File: config.mk
export PLATFORM = sky130hd
export DESIGN_NAME = srrf_ctrl
export DESIGN_NICKNAME = d
export VERILOG_FILES = /design/src/hdl/stereo_resampler_ring_fifo_top_defines.svh /design/src/hdl/srrf_pkg.sv /design/src/hdl/srrf_ctrl.sv
export SDC_FILE = /design/constraint.sdc
export NUM_CORES = 1
export LEC_CHECK = 0
export ABC_AREA = 1
export ABC_CLOCK_PERIOD_IN_PS = 900
export BUFFER_PORTS_ARGS = -buffer_cell sky130_fd_sc_hd__buf_2
export CORE_AREA = 2 2 39 41
export CTS_BUF_LIST = sky130_fd_sc_hd__clkbuf_8
export CTS_CLUSTER_DIAMETER = 40
export DETAILED_ROUTE_END_ITERATION = 7
export DIE_AREA = 0 0 41 43
export HOLD_SLACK_MARGIN = 0.02
export MAX_ROUTING_LAYER = met4
export PLACE_DENSITY = 0.42
export SLEW_MARGIN = 20
export SYNTH_ARGS = -nofsm -noshare
export SYNTH_HDL_FRONTEND = slang
export SYNTH_SLANG_ARGS = --single-unit
File: constraint.sdc
create_clock -name clk -period 0.9 [get_ports clk]
set_input_delay 0.18 -clock clk [delete_from_list [all_inputs] [get_ports clk]]
set_output_delay 0.18 -clock clk [all_outputs]
set_load 0.01 [all_outputs]
File: src/hdl/stereo_resampler_ring_fifo_top_defines.svh
// Assertion helpers for the RTL datapath.
`ifndef STEREO_RESAMPLER_RING_FIFO_TOP_DEFINES_SVH
`define STEREO_RESAMPLER_RING_FIFO_TOP_DEFINES_SVH

// Same-cycle implication, sampled on clk, off during reset.
`define SRRF_ASSERT_NOW(label, ante, cons, msg) \
  label: assert property (@(posedge clk) disable iff (!rst_n) (ante) |-> (cons)) \
    else $error(msg);

// Next-cycle implication, sampled on clk, off during reset.
`define SRRF_ASSERT_NEXT(label, ante, cons, msg) \
  label: assert property (@(posedge clk) disable iff (!rst_n) (ante) |=> (cons)) \
    else $error(msg);

`endif

File: src/hdl/srrf_pkg.sv
`timescale 1ns / 1ps

package srrf_pkg;

  localparam int RING_DEPTH  = 16384;
  localparam int FRAME_DEPTH = 1024;
  localparam int BLOCK_WORDS = 800;

  localparam int RING_AW  = $clog2(RING_DEPTH);
  localparam int FRAME_AW = $clog2(FRAME_DEPTH);
  localparam int CNT_W    = (BLOCK_WORDS > 1) ? $clog2(BLOCK_WORDS) : 1;

  localparam int SAMPLE_W   = 32;
  localparam int PHASE_W    = 32;
  localparam int PHASE_FRAC = 16;
  localparam int HALF_W     = SAMPLE_W / 2;

  localparam logic [PHASE_W-1:0] STEP_FAST = PHASE_W'(30065);
  localparam logic [PHASE_W-1:0] STEP_SLOW = PHASE_W'(60211);
  localparam logic [CNT_W-1:0]   CNT_LAST  = CNT_W'(BLOCK_WORDS - 1);

  typedef logic [SAMPLE_W-1:0] sample_t;
  typedef logic [RING_AW-1:0]  ring_addr_t;
  typedef logic [FRAME_AW-1:0] frame_addr_t;
  typedef logic [PHASE_W-1:0]  phase_t;
  typedef logic [CNT_W-1:0]    cnt_t;

  typedef enum logic {
    FUNC_PUSH = 1'b0,
    FUNC_PULL = 1'b1
  } func_t;

  typedef enum logic [1:0] {
    ST_IDLE,
    ST_RUN,
    ST_DRAIN,
    ST_PULL_OUT
  } ctrl_state_t;

  typedef struct packed {
    logic frame_wr;
    logic frame_last;
    logic rs_start;
    logic rs_read;
    logic pull_rd;
    logic out_load;
  } cmd_t;

  typedef struct packed {
    logic rs_last;
    logic out_free;
  } status_t;

  function automatic sample_t swap_halves(input sample_t w);
    return {w[HALF_W-1:0], w[SAMPLE_W-1:HALF_W]};
  endfunction

endpackage

File: src/hdl/srrf_ctrl.sv
`timescale 1ns / 1ps

module srrf_ctrl (
  input  logic              clk,
  input  logic              rst_n,
  input  logic              in_valid,
  input  srrf_pkg::func_t   in_func,
  input  logic              in_last,
  output logic              in_ready,
  input  srrf_pkg::status_t status,
  output srrf_pkg::cmd_t    cmd
);
  import srrf_pkg::*;

  ctrl_state_t state_r, state_nxt;

  always_ff @(posedge clk) begin
    if (!rst_n) begin
      state_r <= ST_IDLE;
    end else begin
      state_r <= state_nxt;
    end
  end

  always_comb begin
    state_nxt = state_r;
    cmd       = '0;
    in_ready  = 1'b0;
    unique case (state_r)
      ST_IDLE: begin
        in_ready = 1'b1;
        if (in_valid) begin
          if (in_func == FUNC_PULL) begin
            cmd.pull_rd = 1'b1;
            state_nxt   = ST_PULL_OUT;
          end else begin
            cmd.frame_wr   = 1'b1;
            cmd.frame_last = in_last;
            if (in_last) begin
              cmd.rs_start = 1'b1;
              state_nxt    = ST_RUN;
            end
          end
        end
      end
      ST_RUN: begin
        cmd.rs_read = 1'b1;
        if (status.rs_last) begin
          state_nxt = ST_DRAIN;
        end
      end
      ST_DRAIN: begin
        state_nxt = ST_IDLE;
      end
      ST_PULL_OUT: begin
        if (status.out_free) begin
          cmd.out_load = 1'b1;
          state_nxt    = ST_IDLE;
        end
      end
      default: state_nxt = ST_IDLE;
    endcase
  end

endmodule

* Word level (Yosys, flattened, before mapping)
Index checks and enable logic that the tools add are counted.
** Operators by class
- Eq/ne operators :: 7
- Mux-type cells :: 17
- Reduce and logical (&&, ||, !) cells :: 2
** Operator list (count)
- 2-bit 2-to-1 mux :: 5
- 3-bit 2-to-1 mux :: 3
- 1-bit 2-to-1 mux :: 8
- 2-bit case mux with 4 select lines :: 1
- 2-bit != test, second input constant :: 3
- 2-bit equality test, second input constant :: 2
- 4-bit AND reduction :: 1
- 3-bit != test, second input constant :: 1
- 2-bit by 1-bit equality test with 1-bit output, second input constant :: 1
- 2-bit logical NOT :: 1
** Storage, ports and cells
- Register bits :: 2
- Input port bits :: 7
- Logic and storage cells :: 27

* Depth between registers and ports, before layout
Gate-level depths: netlist of the first run.
- Depth in word-level cells :: 4
- Gate-level depth with buffers :: 6
- Gate-level depth less buffers :: 6

* Least setup slack after synthesis of the first run
Ideal clock, no wire load.
- Path type :: reg2out
- Start :: reg state_r[0]
- End :: out cmd[4] (netlist name)
- Data arrival time :: 1.129 ns
- Slack :: -0.409 ns
- Stages on the path, launching flop included :: 6
- Cell sequence :: dfxtp_1 nor2_4 inv_2 nor3_2 and2_1 buf_4
** RTL lines
- from (decl) :: line srrf_ctrl.sv:15 : ctrl_state_t state_r, state_nxt;
- from (signal assigned) :: line srrf_ctrl.sv:21 : state_r <= state_nxt;
- to (decl) :: line srrf_ctrl.sv:11 : output srrf_pkg::cmd_t cmd

==> flow_summary.yaml, run 1 <==
outcome:
  run_status: "finished, violations left"
  violations: "negative setup slack"
global_routing:
  grt_pass1_wl_um: 724
  grt_overflow: 0
  antenna_found_initial: 0
  grt_usage_pct: 6.989
  grt_pass1_vias: 200
  grt_max_degree: 5
power:
  ir_drop_v: 0.0006541
  switchingPower_mw: 0.2647
  p_leak_nw: 0.2044
  p_int_mw: 0.5940
  seqPwrFrac_pct: 15.2
  p_per_area_mw_per_mm2: 2207
  clkPwrFrac_pct: 40.7
  p_sw_share_pct: 30.82
  combPwrFrac_pct: 44.1
floorplanning:
  die_h_um: 43
  rows: 14
  die_w_um: 41
  initial_core_util_pct: 12.57
  core-area_sq_mm: 0.001384
  io_pins: 14
  fp.dieArea_sq_mm: 0.001763
clocking:
  cts.htree.levels: 1
  cts-buffers-inserted: 3
  cts.path.max_buffers: 2
  clkTransAtPathRegs_ns: 0.03
  clk_latency_ns: 0.21
  cts_tree: "done"
  root_buffer: "clkbuf_8"
  cts_sinks: 2
cells_and_area:
  fin_nets: 57
  n_antenna_cell: 0
  largest_reg_flops: 2
  final_layout_size_suffix_gt1_share_pct: 72.92
  fin_util_pct: 28.12
  synthToLayoutAreaGrowth_pct: 123.7
  regMostFlops: "state_r"
  final_area_sq_um: 389.1
  top_regs: "state_r (2)"
synthesis:
  syn_avg_cell_area_sq_um: 6.211
  synth_fp_nets: 35
  syn-cell-area_sq_um: 173.9
  ys_types: 14
  ys_ff_latch: 2
  synthCells: 28
  synth_warnings: 0
  seq_area_frac_synth_pct: 23.02
setup_path:
  rr_worst_depth: 6
  slowest_delay_ns: 0.32
  cp_max_fo: 2
  worst_path_max_delay_cell: "dfxtp_2"
  path_buf_inv: 2
  cp.depth: 5
  cp.arrival_ns: 1.06
  cp-end-kind: "primary output"
  worstPathCellList: "nor2_4 -> inv_2 -> nor3_4 -> and2_4 -> buf_6"
  required_ns: 0.72
  crit_family: "simple AND/OR/NAND/NOR gates"
  path_class: "reg -> out"
  startpoint_type: "flip-flop"
flow_run:
  drv_cap: 0
placement:
  port_buffers: 13
  hpwlAfterDp_um: 355.7
  placed_area_sq_um: 297.8
  routabilityCongestion: 0.6124
route:
  drt.antenna.violating_nets: 0
  vias_per_cell: 3.688
  first_pass_iters: 1
  drtIter0Drc: 0
  post_drt_wl_per_cell_um: 7.422
  wirelength_um: 475
  vias: 236
  drc: 0
sta:
  worstMarginPinSlew_ns: 0.1997
  setup_viol: 9
  hold_viol_final: 0
  worst_slack_ns: -0.3416
  relSlewSlack_pct: 86.55
  fin_crit_sh_pct: 138.0
  min_period_ns: 1.242
  fmax_mhz: 805.4
  clock_skew_ns: 0.002845
  drv_slew: 0
  whs_ns: 0.1984
  fin_tns_setup_ns: -2.033
  rsz0062_at_grt: "yes"
worst_hold_path:
  hold_path.class: "in -> reg"
  hold_depth: 3
## worst paths after layout
check | from | to | slack (ns)
worst max-delay path | state_r[0] | cmd[4] | -0.34
worst min-delay path | rst_n | state_r[1] | 0.20
worst max register to register | state_r[0] | state_r[0] | -0.09
worst min register to register | state_r[1] | state_r[1] | 0.68
## cell usage in the layout, fill, tap and decap left out, drive strengths merged
cell / netlist / routed
buf: 1 / 18
nor2: 3 / 3
nand3: 3 / 3
inv: 9 / 9
nand2: 2 / 2
dfxtp: 2 / 2
o21ai: 1 / 1
a21oi: 3 / 3
clkbuf: 0 / 3
and2: 1 / 1
nor3: 3 / 3
## layer usage
layer | vias up | wire length [um] | GRT usage, %
met5 | - | 0 | -
met4 | 0 | 27 | 10.00
met3 | 4 | 46 | 3.141
met2 | 8 | 236 | 8.125
met1 | 100 | 164 | 6.731
li1 | 124 | - | -
## cell usage after synthesis
| master | count | area share (%) |
|---|---|---|
| a21oi_1 | 3 | 8.6 |
| and2_1 | 1 | 3.6 |
| buf_4 | 1 | 4.3 |
| dfxtp_1 | 2 | 23 |
| inv_1 | 6 | 13 |
| inv_2 | 3 | 6.5 |
| nand2_1 | 2 | 4.3 |
| nand3_1 | 2 | 5.8 |
| nand3_2 | 1 | 5.8 |
| nor2_1 | 2 | 4.3 |
| nor2_4 | 1 | 6.5 |
| nor3_1 | 2 | 5.8 |
| nor3_2 | 1 | 5.8 |
| o21ai_0 | 1 | 2.9 |
## worst register-to-register path, stage by stage (launching register included)
cell,delay (ns)
dfxtp_2,0.32
nor2_4,0.11
buf_4,0.11
buf_6,0.10
nand2_2,0.06
a21oi_2,0.14
nor2_1,0.04
## cells by family (layout without fill, tap and decap cells)
group | Yosys count | count (layout) | synth area share, %
AO/OA/AOI/OAI | 4 | 4 | 11.51
buffers and inverters | 10 | 30 | 23.74
flip-flops | 2 | 2 | 23.02
AND/OR/NAND/NOR | 12 | 12 | 41.73
## per-stage QoR
step / std cells / total power, mW / worst slack (ns)
floorplan: 28 / 0.2999 / -0.2989
global placement: 60 / 0.4214 / -0.1434
detailed placement: 60 / 0.4169 / -0.1439
CTS: 63 / 0.8235 / -0.3554
global route: 64 / 0.9137 / -0.3921
finish: 64 / 0.8586 / -0.3416
## area by class of cell
type	count	area (sq um)
inverter	9	36.28
fill	160	994.7
timing repair buffer	18	128.9
multi-input combinational	16	120.1
tap	16	20.02
sequential	2	42.54
clock buffer	3	41.29
## power by group through the flow
stage	clock network [mW]	registers, mW	logic [mW]
4_1_cts	0.360	0.131	0.332
3_3_place_gp	0	0.130	0.291
2_1_floorplan	0	0.142	0.158
5_1_grt	0.368	0.134	0.412
6_report	0.349	0.130	0.379
3_5_place_dp	0	0.130	0.286
## repair_timing
action | CTS | global route
resized for setup | 7 | 3
hold buffers | 0 | 0
endpoints found under the setup margin | 9 | 9
buffers inserted | 1 | 1
pin swaps | 3 | 1
No activity file was read; power rests on OpenSTA's default activity.
==> run 2: changes to the inputs <==
--- a/config.mk
+++ b/config.mk
@@ -5,7 +5,6 @@
 export SDC_FILE = /design/constraint.sdc
 export NUM_CORES = 1
 export LEC_CHECK = 0
-export ABC_AREA = 1
 export ABC_CLOCK_PERIOD_IN_PS = 900
 export BUFFER_PORTS_ARGS = -buffer_cell sky130_fd_sc_hd__buf_2
 export CORE_AREA = 2 2 39 41
@@ -15,7 +14,7 @@
 export DIE_AREA = 0 0 41 43
 export HOLD_SLACK_MARGIN = 0.02
 export MAX_ROUTING_LAYER = met4
-export PLACE_DENSITY = 0.42
+export PLACE_DENSITY = 0.39
 export SLEW_MARGIN = 20
 export SYNTH_ARGS = -nofsm -noshare
 export SYNTH_HDL_FRONTEND = slang
==> run 2 against run 1 <==
  * The run still ends with negative setup slack left
  * Sequential share of layout area is 0.44 points higher
  * Fmax is 2.0% lower
  * Sequential power is 17% lower
  * Synthesized area is 19% lower
  * Wire length is 2.1% higher
  * Core utilization is 1.1 points lower
  * Combinational power is 51% lower
  * Cell count is 13% lower
  * Clock skew is 0.0020 ns lower
  * Critical path depth is 1 lower
  * Largest cell class unchanged
  * Worst hold slack better by 0.012 ns
  * Largest power group is now clock
==> flow_summary.yaml, run 2 <==
synthesis:
  synth_warnings: 0
  synth_ff_type: "dfxtp_1"
  seq_area_frac_synth_pct: 28.57
  synthCells: 18
  ys_top_cells_by_count: "dfxtp_1, nand2_1"
  syn-cell-area_sq_um: 140.1
  synth_fp_nets: 25
  syn_avg_cell_area_sq_um: 7.785
  synth-async-reset-ratio_pct: 0
  synth_top_cell_area_share_pct: 28.57
  ys_types: 16
  synth_area_leaders: "dfxtp_1, a21o_2, and2b_2, o2bb2ai_1, and2b_1"
  synth_edf_count: 0
  yosys.area.top_type: "dfxtp_1"
  ys_ff_latch: 2
power:
  ir_drop_v: 0.0006127
  p_leak_nw: 0.1902
  finalPower_mw: 0.6362
  p_per_area_mw_per_mm2: 1701
global_routing:
  grt_usage_pct: 8.111
  grt_pass1_wl_um: 821
  grt_pass1_vias: 202
  grt_max_degree: 6
  antenna_found_initial: 0
  grt_overflow: 0
setup_path:
  rrSetupSlack_ns: -0.07
  startpoint_type: "flip-flop"
  required_ns: 0.72
  r2r-end: "state_r[1]"
  path_class: "reg -> out"
  startpoint: "state_r[0]"
  rr_worst_depth: 4
  cp_max_fo: 2
  cp-end-kind: "primary output"
  cp.arrival_ns: 1.09
  r2r_start: "state_r[1]"
sta:
  fmax_mhz: 789.1
  hold_viol_final: 0
  clock_skew_ns: 0.0007982
  relSlewSlack_pct: 84.36
  rsz0062_at_grt: "yes"
  setup_viol: 9
  worstMarginPinSlew_ns: 0.2322
  fin_crit_sh_pct: 140.8
  drv_slew: 0
  worst_slack_ns: -0.3673
  whs_ns: 0.2109
  min_period_ns: 1.267
clocking:
  clkTransAtPathRegs_ns: 0.03
  cts-buffers-inserted: 3
  cts_hold_buf: 0
  cts_sinks: 2
  root_buffer: "clkbuf_8"
  clk_latency_ns: 0.21
  cts.htree.levels: 1
  cts_tree: "done"
  cts.path.max_buffers: 2
cells_and_area:
  fillers: 155
  multiInputGateArea_sq_um: 126.4
  final_layout_size_suffix_gt1_share_pct: 85.00
  final_common_cell: "buf_2"
  fin_nets: 49
  largest_reg_flops: 2
  top_regs: "state_r (2)"
  synthToLayoutAreaGrowth_pct: 167.0
  seq_area_sq_um: 42.54
  layout_common_cells: "buf_2, buf_4, buf_6"
  regMostFlops: "state_r"
  n_antenna_cell: 0
route:
  first_pass_iters: 1
  drt.antenna.violating_nets: 0
  drc: 0
  drtIter0Drc: 0
  vias_per_cell: 3.911
  vias: 219
  wirelength_um: 485
  post_drt_wl_per_cell_um: 8.661
worst_hold_path:
  hold_depth: 2
  hold_path.class: "in -> reg"
  holdPathEnd: "state_r[1]"
  min_from: "rst_n"
outcome:
  violations: "negative setup slack"
  run_status: "finished, violations left"
floorplanning:
  initial_core_util_pct: 10.13
  rows: 14
  core-area_sq_mm: 0.001384
  die_w_um: 41
  fp.dieArea_sq_mm: 0.001763
  die_h_um: 43
  io_pins: 14
placement:
  routabilityCongestion: 0.6134
  port_buffers: 13
flow_run:
  drv_cap: 0
run 2: cell types whose count changed in the layout (fill, tap and decap cells not counted), moves of 2 or more:
cell	change
buf_4	+3
inv_1	-5
nor2_1	-2
nand3_2	-2
nand2_2	-2
inv_2	-2
run 2: logic make-up after synthesis:
logic type             Yosys count  synth area share, %
and+or+nand+nor                  9                39.30
DFF                              2                28.57
AOI/OAI and AO/OA                5                24.11
buffers and inverters            2                8.035
run 2: how the worst max path moves through the flow:
stage / slack, ns / cells past startpoint / end
2_1_floorplan: -0.23 / 4 / cmd[4]
3_3_place_gp: -0.15 / 4 / cmd[4]
3_5_place_dp: -0.16 / 4 / cmd[3]
4_1_cts: -0.37 / 4 / cmd[3]
5_1_grt: -0.43 / 4 / cmd[4]
6_report: -0.37 / 4 / cmd[1]
run 2: what timing repair did:
item | in CTS | in global routing
resized for setup | 4 | 5
setup endpoints to repair | 9 | 9
pin swaps | 2 | 4
buffers inserted | 2 | 1
hold endpoints to repair | 0 | 0
run 2: layer usage:
layer / part of all wire [%] / vias to the layer above / GRT usage, %
li1: - / 108 / -
met1: 44 / 95 / 9.904
met2: 40 / 14 / 7.500
met3: 14 / 2 / 4.712
met4: 2.1 / 0 / 10.00
met5: 0 / - / -
run 2: worst max-delay path, stage by stage (launching register included):
cell,delay [ns]
dfxtp_2,0.32
nor2_4,0.14
buf_4,0.13
and3_4,0.19
buf_6,0.10
run 2: power breakdown:
part	switching (mW)	total, mW	internal, mW
Combinational	0.0749	0.184	0.109
Sequential	0.00863	0.108	0.0993
Clock	0.0626	0.345	0.282
run 2: cell type report:
| type | instances | share of cell area (%) |
|---|---|---|
| well taps | 16 | 5.351 |
| inverters | 1 | 1.003 |
| repair buffers | 20 | 37.46 |
| multi-input cells | 14 | 33.78 |
| clock buffers | 3 | 11.04 |
| flip-flops and latches | 2 | 11.37 |
run 2: per-stage QoR:
stage | util [%] | std cells | setup WS (ns) | area (sq um) | TNS, ns
finish | 27.03 | 56 | -0.3673 | 374.1 | -2.203
global route | 27.03 | 56 | -0.4304 | 374.1 | -2.662
CTS | 25.14 | 55 | -0.3675 | 347.8 | -2.166
detailed placement | 19.35 | 50 | -0.1560 | 267.8 | -0.6088
global placement | 19.35 | 50 | -0.1471 | 267.8 | -0.6216
floorplan | - | 18 | -0.2300 | 160.2 | -0.3189
